===== config.mk =====
export PLATFORM = sky130hd
export DESIGN_NAME = iq_linear_resampler
export DESIGN_NICKNAME = d
export VERILOG_FILES = /design/src/hdl/iqlr_pkg.sv /design/src/hdl/iq_linear_resampler.sv
export SDC_FILE = /design/constraint.sdc
export NUM_CORES = 2
export LEC_CHECK = 0
export BUFFER_PORTS_ARGS = -buffer_cell sky130_fd_sc_hd__buf_2
export CAP_MARGIN = 10
export CORE_MARGIN = 5
export CORE_UTILIZATION = 35
export CTS_CLUSTER_SIZE = 28
export DETAILED_ROUTE_END_ITERATION = 12
export PLACE_DENSITY = 0.6
export SYNTH_ARGS = -nofsm -noshare
export SYNTH_HDL_FRONTEND = slang
export SYNTH_SLANG_ARGS = --single-unit
export TNS_END_PERCENT = 50

===== constraint.sdc =====
create_clock -name clk -period 7.3 [get_ports clk]
set_clock_uncertainty 0.1 [all_clocks]
set_input_delay 1.46 -clock clk [delete_from_list [all_inputs] [get_ports clk]]
set_output_delay 1.46 -clock clk [all_outputs]
set_load 0.01 [all_outputs]

===== src/hdl/iqlr_pkg.sv =====
package iqlr_pkg;

  // block geometry
  localparam int OUT_BLOCK  = 2048;
  localparam int FRAC_BITS  = 11;
  localparam int MAX_IN_LEN = 8192;

  // field and state widths
  localparam int SAMPLE_W = 32;
  localparam int LEN_W    = 14;
  localparam int OIDX_W   = 11;
  localparam int ACC_W    = 25;
  localparam int CFG_W    = 14;

  // configuration register indexes
  typedef enum logic [0:0] {
    REG_IQ_SWAP      = 1'b0,
    REG_IN_BLOCK_LEN = 1'b1
  } cfg_reg_t;

  typedef struct packed {
    logic signed [SAMPLE_W-1:0] first_word;
    logic signed [SAMPLE_W-1:0] second_word;
  } in_item_t;

  typedef struct packed {
    logic signed [SAMPLE_W-1:0] out_real;
    logic signed [SAMPLE_W-1:0] out_imag;
    logic                       block_last;
  } out_item_t;

endpackage


===== src/hdl/iq_linear_resampler.sv =====
// channel  | direction | handshake            | payload
// ---------+-----------+----------------------+-------------------------------
// in       | input     | in_valid / in_ready  | in_data  (first_word, second_word)
// out      | output    | out_valid / out_ready| out_data (out_real, out_imag, block_last)
// cfg      | input     | cfg_wr_en            | cfg_index, cfg_data
//
// one input transaction per cycle while in_ready is high; the result for the
// transaction that completes its sample pair passes through the interpolation
// stage, then the multiply-add into the output register
// synchronous reset clears the block counters, the previous sample and the
// configuration (iq_swap 0, in_block_len 3072)
// with out_ready low the output register holds and the interpolation stage
// still takes one more transaction; in_ready falls only when both are full
module iq_linear_resampler
  import iqlr_pkg::*;
(
  input  logic                 clk,
  input  logic                 rst,
  input  logic                 in_valid,
  output logic                 in_ready,
  input  in_item_t             in_data,
  output logic                 out_valid,
  input  logic                 out_ready,
  output out_item_t            out_data,
  input  logic                 cfg_wr_en,
  input  cfg_reg_t             cfg_index,
  input  logic [CFG_W-1:0]     cfg_data
);

  localparam int DIFF_W = SAMPLE_W + 1;
  localparam int PROD_W = DIFF_W + FRAC_BITS + 1;
  localparam int BASE_W = ACC_W - FRAC_BITS;

  // configuration
  logic             iq_swap;
  logic [LEN_W-1:0] in_block_len;

  // block state
  logic signed [SAMPLE_W-1:0] prev_real, prev_imag;
  logic [LEN_W-1:0]           input_index, input_index_next;
  logic [OIDX_W-1:0]          output_index, output_index_next;
  logic [ACC_W-1:0]           position_acc, position_acc_next;

  // interpolation stage
  logic                       s1_valid;
  logic signed [SAMPLE_W-1:0] s1_base_real, s1_base_imag;
  logic signed [DIFF_W-1:0]   s1_diff_real, s1_diff_imag;
  logic [FRAC_BITS-1:0]       s1_weight;
  logic                       s1_last;

  logic                       in_fire, out_free;
  logic [LEN_W-1:0]           eff_len;
  logic signed [SAMPLE_W-1:0] cur_real, cur_imag;
  logic [BASE_W:0]            base_plus1;
  logic                       emit, wrap;
  logic signed [PROD_W-1:0]   mac_real, mac_imag;

  // configuration writes
  always_ff @(posedge clk) begin
    if (rst) begin
      iq_swap      <= 1'b0;
      in_block_len <= LEN_W'(3072);
    end else if (cfg_wr_en) begin
      unique case (cfg_index)
        REG_IQ_SWAP:      iq_swap      <= cfg_data[0];
        REG_IN_BLOCK_LEN: in_block_len <= cfg_data[LEN_W-1:0];
        default:          ;
      endcase
    end
  end

  // handshake
  assign out_free = !out_valid || out_ready;
  assign in_ready = !s1_valid || out_free;
  assign in_fire  = in_valid && in_ready;

  // block length clamped to the supported range
  always_comb begin
    if (in_block_len < LEN_W'(OUT_BLOCK)) begin
      eff_len = LEN_W'(OUT_BLOCK);
    end else if (in_block_len > LEN_W'(MAX_IN_LEN)) begin
      eff_len = LEN_W'(MAX_IN_LEN);
    end else begin
      eff_len = in_block_len;
    end
  end

  // sample word order
  assign cur_real = iq_swap ? in_data.first_word  : in_data.second_word;
  assign cur_imag = iq_swap ? in_data.second_word : in_data.first_word;

  // an output is due when the right neighbour of its pair arrives
  assign base_plus1 = {1'b0, position_acc[ACC_W-1:FRAC_BITS]} + (BASE_W+1)'(1);
  assign emit       = (base_plus1 == (BASE_W+1)'(input_index));
  assign wrap       = (input_index >= eff_len);

  // counter update
  always_comb begin
    output_index_next = output_index;
    position_acc_next = position_acc;
    if (emit) begin
      if (output_index == OIDX_W'(OUT_BLOCK - 1)) begin
        output_index_next = '0;
        position_acc_next = '0;
      end else begin
        output_index_next = output_index + OIDX_W'(1);
        position_acc_next = position_acc + ACC_W'(eff_len);
      end
    end
    if (wrap) begin
      input_index_next  = LEN_W'(1);
      output_index_next = '0;
      position_acc_next = '0;
    end else begin
      input_index_next  = input_index + LEN_W'(1);
    end
  end

  always_ff @(posedge clk) begin
    if (rst) begin
      input_index  <= '0;
      output_index <= '0;
      position_acc <= '0;
      prev_real    <= '0;
      prev_imag    <= '0;
    end else if (in_fire) begin
      input_index  <= input_index_next;
      output_index <= output_index_next;
      position_acc <= position_acc_next;
      prev_real    <= cur_real;
      prev_imag    <= cur_imag;
    end
  end

  // interpolation stage: left sample, difference and weight
  always_ff @(posedge clk) begin
    if (rst) begin
      s1_valid <= 1'b0;
    end else if (in_ready) begin
      s1_valid <= in_fire && emit;
    end
  end

  always_ff @(posedge clk) begin
    if (in_fire) begin
      s1_base_real <= prev_real;
      s1_base_imag <= prev_imag;
      s1_diff_real <= DIFF_W'(cur_real) - DIFF_W'(prev_real);
      s1_diff_imag <= DIFF_W'(cur_imag) - DIFF_W'(prev_imag);
      s1_weight    <= position_acc[FRAC_BITS-1:0];
      s1_last      <= (output_index == OIDX_W'(OUT_BLOCK - 1));
    end
  end

  // a * 2^F + (b - a) * w, i.e. a * (2^F - w) + b * w
  assign mac_real = (PROD_W'(s1_base_real) <<< FRAC_BITS)
                  + s1_diff_real * $signed({1'b0, s1_weight});
  assign mac_imag = (PROD_W'(s1_base_imag) <<< FRAC_BITS)
                  + s1_diff_imag * $signed({1'b0, s1_weight});

  // output register
  always_ff @(posedge clk) begin
    if (rst) begin
      out_valid <= 1'b0;
    end else if (out_free) begin
      out_valid <= s1_valid;
    end
  end

  always_ff @(posedge clk) begin
    if (out_free && s1_valid) begin
      out_data.out_real   <= mac_real[FRAC_BITS+SAMPLE_W-1:FRAC_BITS];
      out_data.out_imag   <= mac_imag[FRAC_BITS+SAMPLE_W-1:FRAC_BITS];
      out_data.block_last <= s1_last;
    end
  end

  // checks
  a_stage_from_transaction: assert property (@(posedge clk) disable iff (rst)
    $rose(s1_valid) |-> $past(in_valid && in_ready))
    else $error("interpolation stage filled without an input transaction");

  a_wrap_restarts: assert property (@(posedge clk) disable iff (rst)
    (in_fire && wrap) |=> (input_index == LEN_W'(1) && output_index == '0
                           && position_acc == '0))
    else $error("block wrap did not restart the counters");

  a_last_marked: assert property (@(posedge clk) disable iff (rst)
    (in_fire && emit && output_index == OIDX_W'(OUT_BLOCK - 1))
      |=> (s1_valid && s1_last))
    else $error("final output of a block not marked");

  a_ready_when_empty: assert property (@(posedge clk) disable iff (rst)
    !s1_valid |-> in_ready)
    else $error("input stalled with an empty interpolation stage");

endmodule

# --- After elaboration in Yosys (flattened, before gate mapping) ---
# Cells that the tools add are included.
# Widths: inputs -> output; s select.
word_totals:
  register_bits: 338
  elab_cells: 56
  in_bits: 84
  output_inout_bits: 67
classes:
  n_reduce_logical: 11
  n_mul: 2
  magnitude_cmp: 3
  n_eq_ne: 2
  n_mux: 11
  add_sub_neg: 8
  bitwise: 1
ops:
  columns: ["op", "n"]
  rows:
  - ["$add 43x43->43", 2]
  - ["$mul 33x12->43", 2]
  - ["$mux 25", 3]
  - ["$sub 32x32->33", 2]
  - ["$mux 32", 2]
  - ["$mux 14", 3]
  - ["$mux 11", 3]
  - ["$add 25x14->25", 1]
  - ["$add 14x1->15 const B", 1]
  - ["$eq 15x14->1", 1]
  - ["$add 14x1->14 const B", 1]
  - ["$ge 14x14->1", 1]
  - ["$gt 14x14->1 const B", 1]
  - ["$lt 14x12->1 const B", 1]
  - ["$add 11x1->11 const B", 1]
  - ["$eq 11x11->1 const B", 1]
  - ["$reduce_and 2->1", 3]
  - ["$logic_and 1x1->1", 3]
  - ["$logic_not 1->1", 2]
  - ["$logic_or 1x1->1", 2]
  - ["$reduce_bool 2->1", 1]
  - ["$not 1->1", 1]

# --- Depth between registers and ports, before layout ---
depth:
  word_depth: 7
  depth_mapped: 24
  ltp_nobuf: 22

# --- Least setup slack after synthesis ---
# OpenSTA, ideal clock, no wires.
synth_path:
  path_kind: "input -> register"
  from: "input out_ready"
  to: "register s1_base_imag[0] (enable)"
  setup_ns: 0.562
  required_time_ns: 6.638
  arrival_time_ns: 6.348
  cell_stages: 5
  n_path_buf: 2
  path_slack_ns: 0.291
  cell_sequence: "nand3b_1 -> nand2_1 -> inv_1 -> clkbuf_1 -> clkbuf_1"
synth_via:
  elab_chain_cells: 3
synth_rtl:
  columns: ["item", "line", "rtl"]
  rows:
  - ["from (decl)", "iq_linear_resampler.sv:23", "input logic out_ready,"]
  - ["$logic_or 1x1->1", "iq_linear_resampler.sv:73", "assign out_free = !out_valid || out_ready;"]
  - ["$logic_or 1x1->1", "iq_linear_resampler.sv:74", "assign in_ready = !s1_valid || out_free;"]
  - ["$logic_and 1x1->1", "iq_linear_resampler.sv:75", "assign in_fire = in_valid && in_ready;"]
  - ["named net in_fire", "iq_linear_resampler.sv:51", "logic in_fire, out_free;"]
  - ["to (signal assigned)", "iq_linear_resampler.sv:147", "s1_base_imag <= prev_imag;"]
  - ["to (decl)", "iq_linear_resampler.sv:46", "logic signed [SAMPLE_W-1:0] s1_base_real, s1_base_imag;"]
# The timed path passes the listed nets, and every way through them passes these cells.
# A chain may end at the register's enable or synchronous reset.

# --- Final worst setup path ---
layout_path:
  from: "register s1_weight[2]"
  to: "register out_data[32] (netlist name), data pin"
layout_via:
  elab_chain_cells: 2
layout_rtl:
  columns: ["item", "line", "rtl"]
  rows:
  - ["from (decl)", "iq_linear_resampler.sv:48", "logic [FRAC_BITS-1:0] s1_weight;"]
  - ["from (signal assigned)", "iq_linear_resampler.sv:150", "s1_weight <= position_acc[FRAC_BITS-1:0];"]
  - ["$mul 33x12->43", "iq_linear_resampler.sv:159", "+ s1_diff_imag * $signed({1'b0, s1_weight});"]
  - ["$add 43x43->43", "iq_linear_resampler.sv:159", null]
  - ["named net mac_imag[42]", "iq_linear_resampler.sv:56", "logic signed [PROD_W-1:0] mac_real, mac_imag;"]
  - ["to (decl)", "iq_linear_resampler.sv:24", "output out_item_t out_data,"]
# The timed path passes the listed nets, and every way through them passes these cells.

==> out/summary.txt <==
RSZ-0062 raised after global routing = no
# setup viols final = 0
Top post-synthesis cells by area = fa_1, edfxtp_1, inv_1
N_diodes = 0
Multi-input logic area = 28,600 µm²
Worst r2r path cells = 23
Die H = 356 µm
FF-to-FF Start = s1_weight[2]$_DFFE_PP_
Clk root buf = clkbuf_16
Final hold slack = 0.349 ns
PnR Total Power = 21.2 mW
Syn Std Cell Area = 41,900 µm²
Crit Path Category = reg -> reg
Avg Inst Size Synth = 9.37 µm²
Post-synth EDFFs = 207
FF-to-FF End = out_data[32]$_DFFE_PP_
Fill count = 12,000
Worst slew margin = 26.2%
Synth-to-Final Area Change = 9.38%
Count of final hold-check violations = 0
Setup TNS = 0 ns
Crit Path Max Fanout = 41
CTS max path bufs = 3
Seq cells post-synth = 338
Inserted Clock Buffers = 42
Detailed placement HPWL = 85,000 µm
Worst skew pair latency = 0.63 ns
Yosys warning count = 0
Largest net degree at the start of global routing = 90
Unique masters post-synth = 78
# DRC = 0
Nets = 5,561
Cell leakage power = 21.3 nW
H-tree levels = 2
Routed wire length = 105,000 µm
Starting DRT DRC Count = 1,863
Status = completed
Post-cts resize count = 0
Post-route cell area = 45,800 µm²
Routability cong. = 0.848
FF-to-FF setup slack = 0.61 ns
Yosys top cell area share = 32.2%
Worst EP required = 7.53 ns
Rows = 127
I/O Pins = 151
Top_reg_cell synth = edfxtp_1
First-pass GRT wire length = 168,000 µm
Final min period = 6.69 ns
Total GRT Usage = 16.8%
Net count after synthesis = 5,512
CP startpoint = s1_weight[2]$_DFFE_PP_
Pins Over Slew Limit = 0
Crit start category = flop
Fmax = 0.149 GHz
Drt wl/cell = 17.0 µm
Worst Hold Class = reg -> reg
Clk slew on worst S/H paths = 0.06 ns
Final Util = 38.4%
Crit path DAT = 6.92 ns
DRT antenna net count = 0
CP Capture Point = out_data[32]$_DFFE_PP_
Layout cells sized above 1 = 8.02%
CTS tree = done
Initial antenna violation count = 1
Max VDD drop = 433 µV
Initial cell density of the core = 35.1%
Sink Count = 338
Seq/Total Area, Yosys = 21.1%
Max-Cap Viols = 0
Worst-margin pin slew = 1.11 ns
PortBufs = 150
Asr flop ratio synth = 0%
Vias per cell = 4.73
Die area = 127,000 µm²
Gate Count Post-Synth = 4,470
Storage element area = 8840 µm²
Final Cycle Share = 91.7%
DP Area = 44,300 µm²
Largest area contributor in the netlist = fa_1
Core area = 119,000 µm²
Pre-antenna DRT Iters = 6
Pwr Density = 463 nW/µm²
GR Overflow Total = 0
Die W = 356 µm
Post-CTS Hold Fix Bufs = 0
Vias in the first global route = 30,400
Critical path capture point type = flop
DR vias = 29,100
==> worst max-delay path, cell delays in order (launching register included) <==
cell	delay, ns
edfxtp_1	0.32
buf_4	0.39
buf_4	0.36
and2_1	0.19
fa_1	0.42
inv_1	0.08
fa_1	0.42
inv_1	0.09
fa_1	0.49
fa_1	0.56
inv_1	0.05
fa_1	0.47
inv_1	0.04
ha_1	0.20
a21o_1	0.18
a21o_1	0.19
a221oi_1	0.36
o21ai_0	0.19
a31oi_4	0.22
nor2_1	0.11
o2111a_1	0.29
o2111ai_2	0.24
nand2_1	0.10
a311o_1	0.31
==> registers in the layout, indices dropped and copies added, names as in the netlist <==
register,cells
output_index,11
in_block_len,14
s1_last,1
s1_base_real,32
s1_valid,1
iq_swap,1
s1_base_imag,32
prev_imag,32
input_index,14
s1_weight,11
position_acc,25
s1_diff_real,33
prev_real,32
s1_diff_imag,33
out_data,65
out_valid,1
==> cell usage in the layout, fill, tap and decap left out, types with 8 or more instances in the layout <==
cell type | netlist | final
o21ai_0 | 57 | 57
nor3_1 | 45 | 45
dfxtp_1 | 131 | 130
xor2_1 | 47 | 47
mux2_2 | 60 | 60
inv_1 | 987 | 986
nand3b_1 | 10 | 10
ha_1 | 285 | 285
o21bai_1 | 13 | 13
a21o_1 | 50 | 50
and3_1 | 21 | 21
mux2i_1 | 8 | 8
buf_2 | 6 | 149
and4_1 | 9 | 9
a21oi_1 | 171 | 171
nand2_1 | 554 | 553
or3_1 | 8 | 8
clkbuf_16 | 0 | 42
nor2b_1 | 19 | 18
and2_1 | 406 | 406
nor4_1 | 9 | 9
nor2_1 | 160 | 160
nand2b_1 | 9 | 9
a211oi_1 | 13 | 13
nand3_1 | 31 | 31
clkinvlp_4 | 0 | 8
xnor2_1 | 135 | 135
buf_4 | 1 | 43
a31oi_1 | 12 | 12
fa_1 | 673 | 673
nand4_1 | 20 | 20
edfxtp_1 | 207 | 207
o21a_1 | 20 | 20
a22oi_1 | 14 | 14
==> cells by family (layout without fill, tap and decap cells) <==
family	after synthesis	after routing	share of synthesized area (%)
buffers and inverters	1181	1263	10.6
muxes	68	68	1.80
AOI/OAI and AO/OA	423	423	6.58
xor gates and xnor gates	182	182	3.81
DFF	338	338	21.1
adders and majority gates	958	958	40.7
and+or+nand+nor	1320	1320	15.4
==> cells in the mapped netlist, types with 7 or more instances <==
cell and n:
xnor2_1 135, nor4_1 9, edfxtp_1 207, or3_1 8, nor3_1 45, and3_1 21
dfxtp_1 131, nand2_1 554, xor2_1 47, inv_1 987, a31o_2 7, nand3_1 31
nor2b_1 19, mux2_2 60, fa_1 673, a21o_1 50, a211oi_1 13, clkbuf_1 181
and4_1 9, o21a_1 20, nand4_1 20, nand3b_1 10, a21oi_1 171, o21bai_1 13
nand2b_1 9, nor2_1 160, o21ai_0 57, and2_1 406, a31oi_1 12, ha_1 285
a22oi_1 14, mux2i_1 8
==> worst min path at each step <==
| stage | startpoint | to | slack (ns) | depth (start not counted) |
|---|---|---|---|---|
| final | s1_last$_DFFE_PP_ | out_data[0]$_DFFE_PP_ | 0.35 | 0 |
| after global routing | s1_last$_DFFE_PP_ | out_data[0]$_DFFE_PP_ | 0.36 | 0 |
| after detailed placement | prev_imag[23]$_SDFFE_PP0P_ | s1_base_imag[23]$_DFFE_PP_ | 0.34 | 0 |
| after CTS | prev_imag[23]$_SDFFE_PP0P_ | s1_base_imag[23]$_DFFE_PP_ | 0.35 | 0 |
| after floorplan | s1_last$_DFFE_PP_ | out_data[0]$_DFFE_PP_ | 0.30 | 0 |
| after global placement | prev_imag[23]$_SDFFE_PP0P_ | s1_base_imag[23]$_DFFE_PP_ | 0.34 | 0 |
==> repair_timing <==
item | in CTS | in global routing
setup buffers | 0 | 7
hold endpoints to repair | 0 | 0
endpoints found under the setup margin | 0 | 2
==> through the flow <==
| step | cells | setup WS, ns |
|---|---|---|
| detailed placement | 6080 | 0.472 |
| global route | 6164 | 0.164 |
| global placement | 6080 | 0.546 |
| floorplan | 4470 | 0.291 |
| finish | 6164 | 0.608 |
| CTS | 6157 | 0.367 |
==> area by class of cell <==
type	count	share of cell area [%]
multi-input combinational	2951	62.4
sequential	338	19.3
inverter	987	8.10
tap	1612	4.40
timing repair buffer	199	2.64
clock buffer	46	2.35
clock inverter	31	0.759
==> per-layer routing <==
metal	global-route usage (%)	share of wire, %
met5	0	0.012
met4	3.22	1.9
met3	3.46	6.7
met2	26.2	43
met1	24.3	48
==> where the power goes <==
group | total [mW] | switching [mW] | internal [mW] | leakage, nW
registers | 3.57 | 0.362 | 3.21 | 3.09
clock network | 2.16 | 0.960 | 1.20 | 0.670
logic | 15.5 | 8.98 | 6.47 | 17.5
(Power assumes the default switching activity.)
